$ cat config.mk
export PLATFORM = sky130hd
export DESIGN_NAME = battery_charge_gauge_top
export DESIGN_NICKNAME = d
export VERILOG_FILES = /design/src/sv/bcg_pkg.sv /design/src/sv/bcg_div.sv /design/src/sv/battery_charge_gauge_top.sv
export SDC_FILE = /design/constraint.sdc
export NUM_CORES = 1
export LEC_CHECK = 0
export BUFFER_PORTS_ARGS = -buffer_cell sky130_fd_sc_hd__buf_2
export CAP_MARGIN = 15
export CORE_ASPECT_RATIO = 2
export CORE_UTILIZATION = 45
export DETAILED_ROUTE_END_ITERATION = 16
export PLACE_DENSITY_LB_ADDON = 0.1
export SETUP_SLACK_MARGIN = 0.4
export SYNTH_ARGS = -nofsm -noshare
export SYNTH_HDL_FRONTEND = slang
export SYNTH_SLANG_ARGS = --single-unit
$ cat constraint.sdc
create_clock -name i_clk -period 11.95 [get_ports i_clk]
set_input_delay 1.195 -clock i_clk [delete_from_list [all_inputs] [get_ports i_clk]]
set_output_delay 1.195 -clock i_clk [all_outputs]
set_load 0.02 [all_outputs]
$ cat src/sv/bcg_pkg.sv
// Shared types, constants and voltage tables of the battery charge gauge.
package bcg_pkg;

    localparam int TABLE_ROWS_DEF = 12;
    localparam int MAX_ROWS       = 16;
    localparam int ROW_IDX_W      = 4;
    localparam int MV_W           = 16;
    localparam int PCT_W          = 7;
    localparam int CFG_IDX_W      = 3;
    localparam int CFG_DATA_W     = 16;
    localparam int DIV_NUM_W      = 24;
    localparam int DIV_DEN_W      = 16;
    localparam int QUOT_W         = 7;

    localparam logic [15:0] CAPACITY_RST   = 16'd8000;
    localparam logic [15:0] CONFIRM_RST    = 16'd30;
    localparam logic [6:0]  THRESHOLD_RST  = 7'd75;
    localparam logic [9:0]  COMP_RST       = 10'd40;
    localparam logic [14:0] FULL_CUR_RST   = 15'd150;
    localparam logic [14:0] EMPTY_CUR_RST  = 15'd100;

    localparam logic [6:0] FULL_SOC  = 7'd90;
    localparam logic [6:0] SOC_MAX   = 7'd100;
    localparam logic [6:0] PCT_SCALE = 7'd100;

    localparam logic [6:0] LEVEL_STEP [9] = '{
        7'd99, 7'd85, 7'd71, 7'd57, 7'd43, 7'd29, 7'd14, 7'd5, 7'd0
    };

    typedef enum logic [2:0] {
        CFG_CAPACITY  = 3'd0,
        CFG_CONFIRM   = 3'd1,
        CFG_THRESHOLD = 3'd2,
        CFG_COMP      = 3'd3,
        CFG_FULL_CUR  = 3'd4,
        CFG_EMPTY_CUR = 3'd5
    } t_cfg_reg;

    typedef enum logic [2:0] {
        ST_IDLE,
        ST_SEARCH,
        ST_DIV_INTERP,
        ST_UPDATE,
        ST_DIV_PCT,
        ST_FINISH
    } t_state;

    typedef struct packed {
        logic [15:0] vmin;
        logic [15:0] vmax;
        logic [6:0]  smin;
        logic [6:0]  smax;
    } t_row;

    function automatic t_row table_row(input logic chg, input logic [3:0] idx);
        t_row r;
        r = '0;
        if (chg) begin
            case (idx)
                4'd0:    r = '{16'd21900, 16'd23999, 7'd100, 7'd100};
                4'd1:    r = '{16'd20526, 16'd21899, 7'd90,  7'd100};
                4'd2:    r = '{16'd20442, 16'd20525, 7'd80,  7'd90};
                4'd3:    r = '{16'd20406, 16'd20441, 7'd70,  7'd80};
                4'd4:    r = '{16'd20286, 16'd20405, 7'd60,  7'd70};
                4'd5:    r = '{16'd20196, 16'd20285, 7'd50,  7'd60};
                4'd6:    r = '{16'd20160, 16'd20195, 7'd40,  7'd50};
                4'd7:    r = '{16'd20124, 16'd20159, 7'd30,  7'd40};
                4'd8:    r = '{16'd19938, 16'd20123, 7'd20,  7'd30};
                4'd9:    r = '{16'd19632, 16'd19937, 7'd10,  7'd20};
                4'd10:   r = '{16'd12300, 16'd19631, 7'd0,   7'd10};
                4'd11:   r = '{16'd0,     16'd12299, 7'd0,   7'd0};
                default: r = '0;
            endcase
        end else begin
            case (idx)
                4'd0:    r = '{16'd19956, 16'd23999, 7'd100, 7'd100};
                4'd1:    r = '{16'd19500, 16'd19955, 7'd90,  7'd100};
                4'd2:    r = '{16'd19452, 16'd19499, 7'd80,  7'd90};
                4'd3:    r = '{16'd19380, 16'd19439, 7'd70,  7'd80};
                4'd4:    r = '{16'd19296, 16'd19379, 7'd60,  7'd70};
                4'd5:    r = '{16'd19230, 16'd19295, 7'd50,  7'd60};
                4'd6:    r = '{16'd19158, 16'd19229, 7'd40,  7'd50};
                4'd7:    r = '{16'd19056, 16'd19157, 7'd30,  7'd40};
                4'd8:    r = '{16'd18876, 16'd19055, 7'd20,  7'd30};
                4'd9:    r = '{16'd18504, 16'd18875, 7'd10,  7'd20};
                4'd10:   r = '{16'd12300, 16'd18503, 7'd0,   7'd10};
                4'd11:   r = '{16'd0,     16'd12599, 7'd0,   7'd0};
                default: r = '0;
            endcase
        end
        return r;
    endfunction

    function automatic logic [3:0] level_of(input logic [6:0] pct);
        logic [3:0] lvl;
        logic       found;
        lvl   = 4'd0;
        found = 1'b0;
        for (int i = 0; i < 9; i++) begin
            if (!found && pct > LEVEL_STEP[i]) begin
                lvl   = 4'(9 - i);
                found = 1'b1;
            end
        end
        return lvl;
    endfunction

endpackage

$ cat src/sv/bcg_div.sv
// Shared restoring divider producing a short quotient, one bit per cycle.
module bcg_div (
    input  logic                           i_clk,
    input  logic                           i_rst_n,
    input  logic                           i_start,
    input  logic [bcg_pkg::DIV_NUM_W-1:0]  i_num,
    input  logic [bcg_pkg::DIV_DEN_W-1:0]  i_den,
    output logic                           o_done,
    output logic [bcg_pkg::QUOT_W-1:0]     o_quot
);

    logic                          r_busy;
    logic                          r_done;
    logic [2:0]                    r_step;
    logic [bcg_pkg::DIV_NUM_W-1:0] r_acc;
    logic [bcg_pkg::DIV_DEN_W-1:0] r_den;
    logic [bcg_pkg::QUOT_W-1:0]    r_quot;
    logic [bcg_pkg::DIV_NUM_W-1:0] trial;
    logic                          fits;

    always_comb begin
        trial = bcg_pkg::DIV_NUM_W'(r_den) << r_step;
        fits  = (r_acc >= trial);
    end

    always_ff @(posedge i_clk) begin
        if (!i_rst_n) begin
            r_busy <= 1'b0;
            r_done <= 1'b0;
        end else begin
            r_done <= 1'b0;
            if (i_start) begin
                r_busy <= 1'b1;
            end else if (r_busy && r_step == 3'd0) begin
                r_busy <= 1'b0;
                r_done <= 1'b1;
            end
        end
    end

    always_ff @(posedge i_clk) begin
        if (i_start) begin
            r_acc  <= i_num;
            r_den  <= i_den;
            r_quot <= '0;
            r_step <= 3'(bcg_pkg::QUOT_W - 1);
        end else if (r_busy) begin
            if (fits) begin
                r_acc <= r_acc - trial;
            end
            r_quot <= {r_quot[bcg_pkg::QUOT_W-2:0], fits};
            if (r_step != 3'd0) begin
                r_step <= r_step - 3'd1;
            end
        end
    end

    assign o_done = r_done;
    assign o_quot = r_quot;

endmodule

$ cat src/sv/battery_charge_gauge_top.sv
// Top level of the battery charge gauge: sequencer, gauge state and stream ports.
//
// One item on the slave stream is one gauge tick: stack voltage, pack current
// and charge delta in s_axis_tdata, the charging flag in s_axis_tuser. The
// block answers each tick with one item on the master stream carrying the
// counted percent, the coarse level, the voltage-based percent and the
// confirmed full and empty flags.
// From acceptance to its result being offered, a tick runs through the table
// search, which visits one row per cycle, then the shared divider works out
// the interpolation (unless the row has no span or no row holds the voltage)
// and then the percent. The input is ready only while the sequencer is idle,
// so the next tick is taken no earlier than the cycle the last result is offered.
// The result sits in an output register, so the next tick is accepted while
// it waits; a stalled receiver holds the sequencer in its last step once a
// second result is ready.
// Configuration writes are always accepted and take effect at once; write
// them only while no tick is in flight.
// Reset loads the configuration defaults, clears the charge, the counters
// and the flags, and drops the output valid.
module battery_charge_gauge_top #(
    parameter int TABLE_ROWS = bcg_pkg::TABLE_ROWS_DEF
) (
    input  logic                            i_clk,
    input  logic                            i_rst_n,
    input  logic                            s_axis_tvalid,
    output logic                            s_axis_tready,
    // stack_mv[15:0], pack_current_ma[31:16], charge_delta[47:32]
    input  logic [47:0]                     s_axis_tdata,
    // charging[0]
    input  logic                            s_axis_tuser,
    output logic                            m_axis_tvalid,
    input  logic                            m_axis_tready,
    // soc_percent[6:0], charge_level[10:7], voltage_soc[17:11],
    // is_full[18], is_empty[19], zero fill [23:20]
    output logic [23:0]                     m_axis_tdata,
    input  logic                            i_cfg_valid,
    output logic                            o_cfg_ready,
    input  logic [bcg_pkg::CFG_IDX_W-1:0]   i_cfg_index,
    input  logic [bcg_pkg::CFG_DATA_W-1:0]  i_cfg_data
);

    localparam int NROWS = (TABLE_ROWS > bcg_pkg::MAX_ROWS) ? bcg_pkg::MAX_ROWS : TABLE_ROWS;
    localparam logic [bcg_pkg::ROW_IDX_W-1:0] LAST_ROW = bcg_pkg::ROW_IDX_W'(NROWS - 1);

    bcg_pkg::t_state r_state, n_state;

    logic [15:0] r_cap, r_confirm;
    logic [6:0]  r_thr;
    logic [9:0]  r_comp;
    logic [14:0] r_full_cur, r_empty_cur;

    logic [15:0] r_remaining, n_remaining;
    logic [6:0]  r_last_pct, n_last_pct;
    logic [15:0] r_full_count, n_full_count;
    logic [15:0] r_empty_count, n_empty_count;
    logic        r_full, n_full;
    logic        r_empty, n_empty;
    logic [bcg_pkg::ROW_IDX_W-1:0] r_row, n_row;
    logic        r_out_valid, n_out_valid;

    logic [15:0] r_mv;
    logic        r_chg;
    logic [15:0] r_cur;
    logic [15:0] r_delta;
    logic [6:0]  r_smin, n_smin;
    logic [6:0]  r_vsoc, n_vsoc;
    logic [19:0] r_out_data, n_out_data;

    logic                          div_start;
    logic [bcg_pkg::DIV_NUM_W-1:0] div_num;
    logic [bcg_pkg::DIV_DEN_W-1:0] div_den;
    logic                          div_done;
    logic [bcg_pkg::QUOT_W-1:0]    div_quot;

    bcg_pkg::t_row      row;
    logic               hit;
    logic [15:0]        span;
    logic [6:0]         dsoc;
    logic [22:0]        prod;
    logic signed [16:0] cur_x;
    logic [16:0]        acur;
    logic signed [8:0]  err;
    logic signed [8:0]  thr9;
    logic signed [18:0] rem_x;
    logic signed [18:0] cap_x;
    logic [15:0]        rem_new;
    logic [22:0]        pct_num;
    logic               full_cond, empty_cond;
    logic [6:0]         pct;

    bcg_div u_div (
        .i_clk   (i_clk),
        .i_rst_n (i_rst_n),
        .i_start (div_start),
        .i_num   (div_num),
        .i_den   (div_den),
        .o_done  (div_done),
        .o_quot  (div_quot)
    );

    assign s_axis_tready = (r_state == bcg_pkg::ST_IDLE);
    assign o_cfg_ready   = 1'b1;
    assign m_axis_tvalid = r_out_valid;
    assign m_axis_tdata  = {4'd0, r_out_data};

    always_comb begin
        row   = bcg_pkg::table_row(r_chg, r_row);
        hit   = (r_mv >= row.vmin) && (r_mv <= row.vmax);
        span  = row.vmax - row.vmin;
        dsoc  = row.smax - row.smin;
        prod  = 23'(r_mv - row.vmin) * 23'(dsoc);

        cur_x = {r_cur[15], r_cur};
        acur  = cur_x[16] ? 17'(-cur_x) : cur_x;
        err   = $signed({2'b00, r_vsoc}) - $signed({2'b00, r_last_pct});
        thr9  = $signed({2'b00, r_thr});
        cap_x = $signed({3'b000, r_cap});

        full_cond  = r_chg && (r_vsoc >= bcg_pkg::FULL_SOC) && (acur < {2'b00, r_full_cur});
        empty_cond = !r_chg && (r_vsoc == 7'd0) && (acur < {2'b00, r_empty_cur});

        pct = (r_cap == 16'd0) ? 7'd0
            : (div_quot > bcg_pkg::SOC_MAX) ? bcg_pkg::SOC_MAX : div_quot;
    end

    always_comb begin
        n_state       = r_state;
        n_row         = r_row;
        n_smin        = r_smin;
        n_vsoc        = r_vsoc;
        n_remaining   = r_remaining;
        n_last_pct    = r_last_pct;
        n_full_count  = r_full_count;
        n_empty_count = r_empty_count;
        n_full        = r_full;
        n_empty       = r_empty;
        n_out_valid   = r_out_valid && !m_axis_tready;
        n_out_data    = r_out_data;
        div_start     = 1'b0;
        div_num       = bcg_pkg::DIV_NUM_W'(prod);
        div_den       = span;
        rem_x         = '0;
        rem_new       = '0;
        pct_num       = '0;

        unique case (r_state)
            bcg_pkg::ST_IDLE: begin
                if (s_axis_tvalid) begin
                    n_row   = '0;
                    n_state = bcg_pkg::ST_SEARCH;
                end
            end
            bcg_pkg::ST_SEARCH: begin
                if (hit) begin
                    if (span == 16'd0) begin
                        n_vsoc  = row.smax;
                        n_state = bcg_pkg::ST_UPDATE;
                    end else begin
                        n_smin    = row.smin;
                        div_start = 1'b1;
                        n_state   = bcg_pkg::ST_DIV_INTERP;
                    end
                end else if (r_row == LAST_ROW) begin
                    n_vsoc  = 7'd0;
                    n_state = bcg_pkg::ST_UPDATE;
                end else begin
                    n_row = r_row + 1'b1;
                end
            end
            bcg_pkg::ST_DIV_INTERP: begin
                if (div_done) begin
                    n_vsoc  = r_smin + div_quot;
                    n_state = bcg_pkg::ST_UPDATE;
                end
            end
            bcg_pkg::ST_UPDATE: begin
                rem_x = $signed({3'b000, r_remaining}) + $signed({{3{r_delta[15]}}, r_delta});

                if (full_cond) begin
                    n_full_count = r_full_count + 16'd1;
                    if (n_full_count > r_confirm) begin
                        n_full  = 1'b1;
                        n_empty = 1'b0;
                    end
                end else begin
                    n_full_count = '0;
                    n_full       = 1'b0;
                end
                if (empty_cond) begin
                    n_empty_count = r_empty_count + 16'd1;
                    if (n_empty_count > r_confirm) begin
                        n_empty = 1'b1;
                        n_full  = 1'b0;
                    end
                end else begin
                    n_empty_count = '0;
                    n_empty       = 1'b0;
                end

                if (n_full) begin
                    rem_x = cap_x;
                end else if (n_empty) begin
                    rem_x = '0;
                end

                if (r_chg && (r_vsoc == bcg_pkg::SOC_MAX || err > thr9)) begin
                    rem_x = rem_x + $signed({9'd0, r_comp});
                end else if (!r_chg && (r_vsoc == 7'd0 || err < -thr9)) begin
                    rem_x = rem_x - $signed({9'd0, r_comp});
                end

                if (rem_x <= 0) begin
                    rem_new = 16'd0;
                end else if (rem_x >= cap_x) begin
                    rem_new = r_cap;
                end else begin
                    rem_new = rem_x[15:0];
                end
                n_remaining = rem_new;

                pct_num   = 23'(rem_new) * 23'(bcg_pkg::PCT_SCALE);
                div_num   = bcg_pkg::DIV_NUM_W'(pct_num);
                div_den   = r_cap;
                div_start = 1'b1;
                n_state   = bcg_pkg::ST_DIV_PCT;
            end
            bcg_pkg::ST_DIV_PCT: begin
                if (div_done) begin
                    n_last_pct = pct;
                    n_state    = bcg_pkg::ST_FINISH;
                end
            end
            bcg_pkg::ST_FINISH: begin
                if (!r_out_valid || m_axis_tready) begin
                    n_out_valid = 1'b1;
                    n_out_data  = {r_empty, r_full, r_vsoc,
                                   bcg_pkg::level_of(r_last_pct), r_last_pct};
                    n_state     = bcg_pkg::ST_IDLE;
                end
            end
            default: begin
                n_state = bcg_pkg::ST_IDLE;
            end
        endcase
    end

    always_ff @(posedge i_clk) begin
        if (!i_rst_n) begin
            r_state <= bcg_pkg::ST_IDLE;
        end else begin
            r_state <= n_state;
        end
    end

    always_ff @(posedge i_clk) begin
        if (!i_rst_n) begin
            r_row         <= '0;
            r_remaining   <= '0;
            r_last_pct    <= '0;
            r_full_count  <= '0;
            r_empty_count <= '0;
            r_full        <= 1'b0;
            r_empty       <= 1'b0;
            r_out_valid   <= 1'b0;
        end else begin
            r_row         <= n_row;
            r_remaining   <= n_remaining;
            r_last_pct    <= n_last_pct;
            r_full_count  <= n_full_count;
            r_empty_count <= n_empty_count;
            r_full        <= n_full;
            r_empty       <= n_empty;
            r_out_valid   <= n_out_valid;
        end
    end

    always_ff @(posedge i_clk) begin
        if (!i_rst_n) begin
            r_cap       <= bcg_pkg::CAPACITY_RST;
            r_confirm   <= bcg_pkg::CONFIRM_RST;
            r_thr       <= bcg_pkg::THRESHOLD_RST;
            r_comp      <= bcg_pkg::COMP_RST;
            r_full_cur  <= bcg_pkg::FULL_CUR_RST;
            r_empty_cur <= bcg_pkg::EMPTY_CUR_RST;
        end else if (i_cfg_valid) begin
            unique case (bcg_pkg::t_cfg_reg'(i_cfg_index))
                bcg_pkg::CFG_CAPACITY:  r_cap       <= i_cfg_data;
                bcg_pkg::CFG_CONFIRM:   r_confirm   <= i_cfg_data;
                bcg_pkg::CFG_THRESHOLD: r_thr       <= i_cfg_data[6:0];
                bcg_pkg::CFG_COMP:      r_comp      <= i_cfg_data[9:0];
                bcg_pkg::CFG_FULL_CUR:  r_full_cur  <= i_cfg_data[14:0];
                bcg_pkg::CFG_EMPTY_CUR: r_empty_cur <= i_cfg_data[14:0];
                default: begin
                end
            endcase
        end
    end

    always_ff @(posedge i_clk) begin
        if (s_axis_tvalid && s_axis_tready) begin
            r_mv    <= s_axis_tdata[15:0];
            r_cur   <= s_axis_tdata[31:16];
            r_delta <= s_axis_tdata[47:32];
            r_chg   <= s_axis_tuser;
        end
        r_smin     <= n_smin;
        r_vsoc     <= n_vsoc;
        r_out_data <= n_out_data;
    end

endmodule

==> results.yml <==
outcome:
  status: "finished, final reports clean"
worst_setup_path:
  reg2reg_from: "r_cur[4]$_DFFE_PP_"
  end_kind: "flop"
  crit_top_cell: "ha_1"
  worst-r2r-setup-slack_ns: 0.79
  crit_required_ns: 12.24
  cp-startpoint: "r_cur[4]$_DFFE_PP_"
  slowest_delay_ns: 0.56
  worstPathArrival_ns: 11.45
  critPathKind: "reg -> reg"
  start_kind: "flop"
  slowest_stage: "or4_4"
  crit_fanout: 5
routing:
  vias: 25000
  vias_per_cell: 5.90
  route.detailed.drc: 0
  ant_nets: 0
  routed_wl_mm: 99.1
  first_pass_iters: 6
  wl_per_cell_um: 23.4
  drtIter0Drc: 1325
cells_and_area:
  layout-drive-gt1-share_pct: 13.2
  final_cell_mix: "352 x nand2_1, 338 x ha_1, 275 x inv_1"
  final_common_cell: "nand2_1"
  diodes: 0
  fill_cells: 5919
  syn2layout_area_growth_pct: 14.1
  instances_no_fill: 4241
  fin_nets: 3933
global_route:
  grt_pass1_vias: 26000
  grt_pass1_wl_mm: 149
  grt_overflow: 0
  grt_max_degree: 70
  antenna_found_initial: 1
  grtUsageTotal_pct: 31.5
flow_run:
  cap_violations: 0
cts:
  cts_root_buf: "clkbuf_16"
  clockBufferDepth: 3
  cts_buffers: 37
  cts_hold_buffers: 0
  clk_pin_slew_worst_paths_ns: 0.06
  clock_sinks: 338
  cts_tree: "done"
  clk_latency_ns: 0.57
  ctsHtreeMaxLevel: 2
logic_synthesis:
  syn_avg_cell_area_um2: 8.61
  synth_warnings: 0
  synthArstFlopShare_pct: 0
  yosysUniqueCellTypes: 94
  synth-main-ff-cell: "dfxtp_1"
  synthCells: 3243
  synth-edff-count: 122
  synth_area_mm2: 0.0279
  synth-seq-cells: 338
  seq_area_frac_synth_pct: 28.6
place:
  gp_congestion: 1.00
  port-buffer-count: 94
  place_hpwl_mm: 80.4
  place_inst: 4159
  pre_cts_slack_ns: -0.300
timing:
  hold_ws_ns: 0.442
  fin_skew_ns: 0.0253
  slew_viol_final: 0
  period_minus_slack_ns: 11.16
  rsz0062_at_grt: "false"
  tightest_slew_ns: 1.27
  fmax_mhz: 89.6
  setup-violations-final: 0
  fin_ws_ns: 0.791
  relSlewSlack_pct: 15.0
  period_share_pct: 93.4
  final_hold_viol_count: 0
floorplan:
  start_util_pct: 45.7
  die-width_um: 178
  row_count: 128
  io_pins: 100
  dieArea_mm2: 0.0631
  die_h_um: 354
  coreArea_mm2: 0.0612
worst_hold_path:
  min_path_type: "reg -> reg"
  hold_path_startpoint: "row[12]$_SDFF_PP0_"
==> synthesized netlist by cell type, drive strengths merged, types with 30 or more instances <==
cell / number / area share (%)
a21boi: 79 / 2.1
a211oi: 31 / 0.83
o21ai: 166 / 3.0
xor2: 54 / 1.7
o31ai: 46 / 1.3
nand2: 353 / 4.7
nor2: 265 / 3.6
nor3: 70 / 1.3
xnor2: 99 / 3.1
nor2b: 53 / 1.2
dfxtp: 216 / 15
mux2i: 50 / 1.8
edfxtp: 122 / 13
inv: 278 / 3.7
nand3: 82 / 1.5
a21oi: 169 / 3.0
or2: 30 / 0.67
nand4: 30 / 0.67
ha: 342 / 15
fa: 86 / 6.2
o211ai: 47 / 1.3
clkbuf: 104 / 1.4
a21o: 46 / 1.2
==> metrics by stage <==
stage	utilization (%)	TNS, ns	instance area, um^2
2_1_floorplan	-	0	27900
3_5_place_dp	49.3	-1.31	30100
3_3_place_gp	49.3	-1.36	30100
6_report	52.1	0	31900
5_1_grt	52.1	0	31900
4_1_cts	51.3	0	31400
==> metal layers <==
metal,track usage (%),up-vias,part of all wire [%]
li1,-,11900,-
met1,27.6,12000,32
met2,60.8,752,54
met3,3.31,374,3.6
met4,29.2,0,11
met5,0,-,0
==> critical path: cells and delay by family, from the launching register on <==
family / cells / cell delay, ns
flops: 1 / 0.39
simple gates: 17 / 3.46
xor+xnor: 1 / 0.15
fa+ha+maj: 6 / 2.13
buf+inv: 6 / 0.75
compound gates: 21 / 3.98
==> cell type report <==
| type | count | area [um^2] | share of cell area, % |
|---|---|---|---|
| repair buffers | 267 | 1810 | 5.68 |
| clock buffers | 45 | 987 | 3.10 |
| clock inverters | 23 | 208 | 0.652 |
| multi-input cells | 2506 | 18800 | 59.1 |
| inverters | 282 | 1060 | 3.32 |
| flip-flops and latches | 338 | 7990 | 25.1 |
| well taps | 780 | 976 | 3.06 |
==> what timing repair did <==
action                                  4_1_cts  5_1_grt
endpoints found under the setup margin        9        9
pin swaps                                     4       33
cloned                                        0        0
setup buffers                                 0       12
gates resized for setup                      18       67
endpoints found under the hold margin         0        0
==> kinds of logic (layout without fill, tap and decap cells) <==
group	after synthesis	after routing	synth area share, %
buf+inv	402	617	5.52
xor+xnor	153	153	4.80
other cells	2	5	0.0269
simple gates	1048	1048	17.6
compound gates	810	810	19.4
flops	338	338	28.6
mux	62	62	2.56
fa+ha+maj	428	428	21.5
==> worst paths after layout <==
check,cells past startpoint,end
worst max register to register,51,u_div.r_acc[22]$_DFFE_PP_
worst min register to register,0,r_smin[5]$_DFFE_PP_
worst max-delay path,51,u_div.r_acc[22]$_DFFE_PP_
worst min-delay path,0,r_smin[5]$_DFFE_PP_
Power is left out: the tool's default activity adds up to more than one toggle a clock period on the data nets, which glitch-free logic cannot reach.
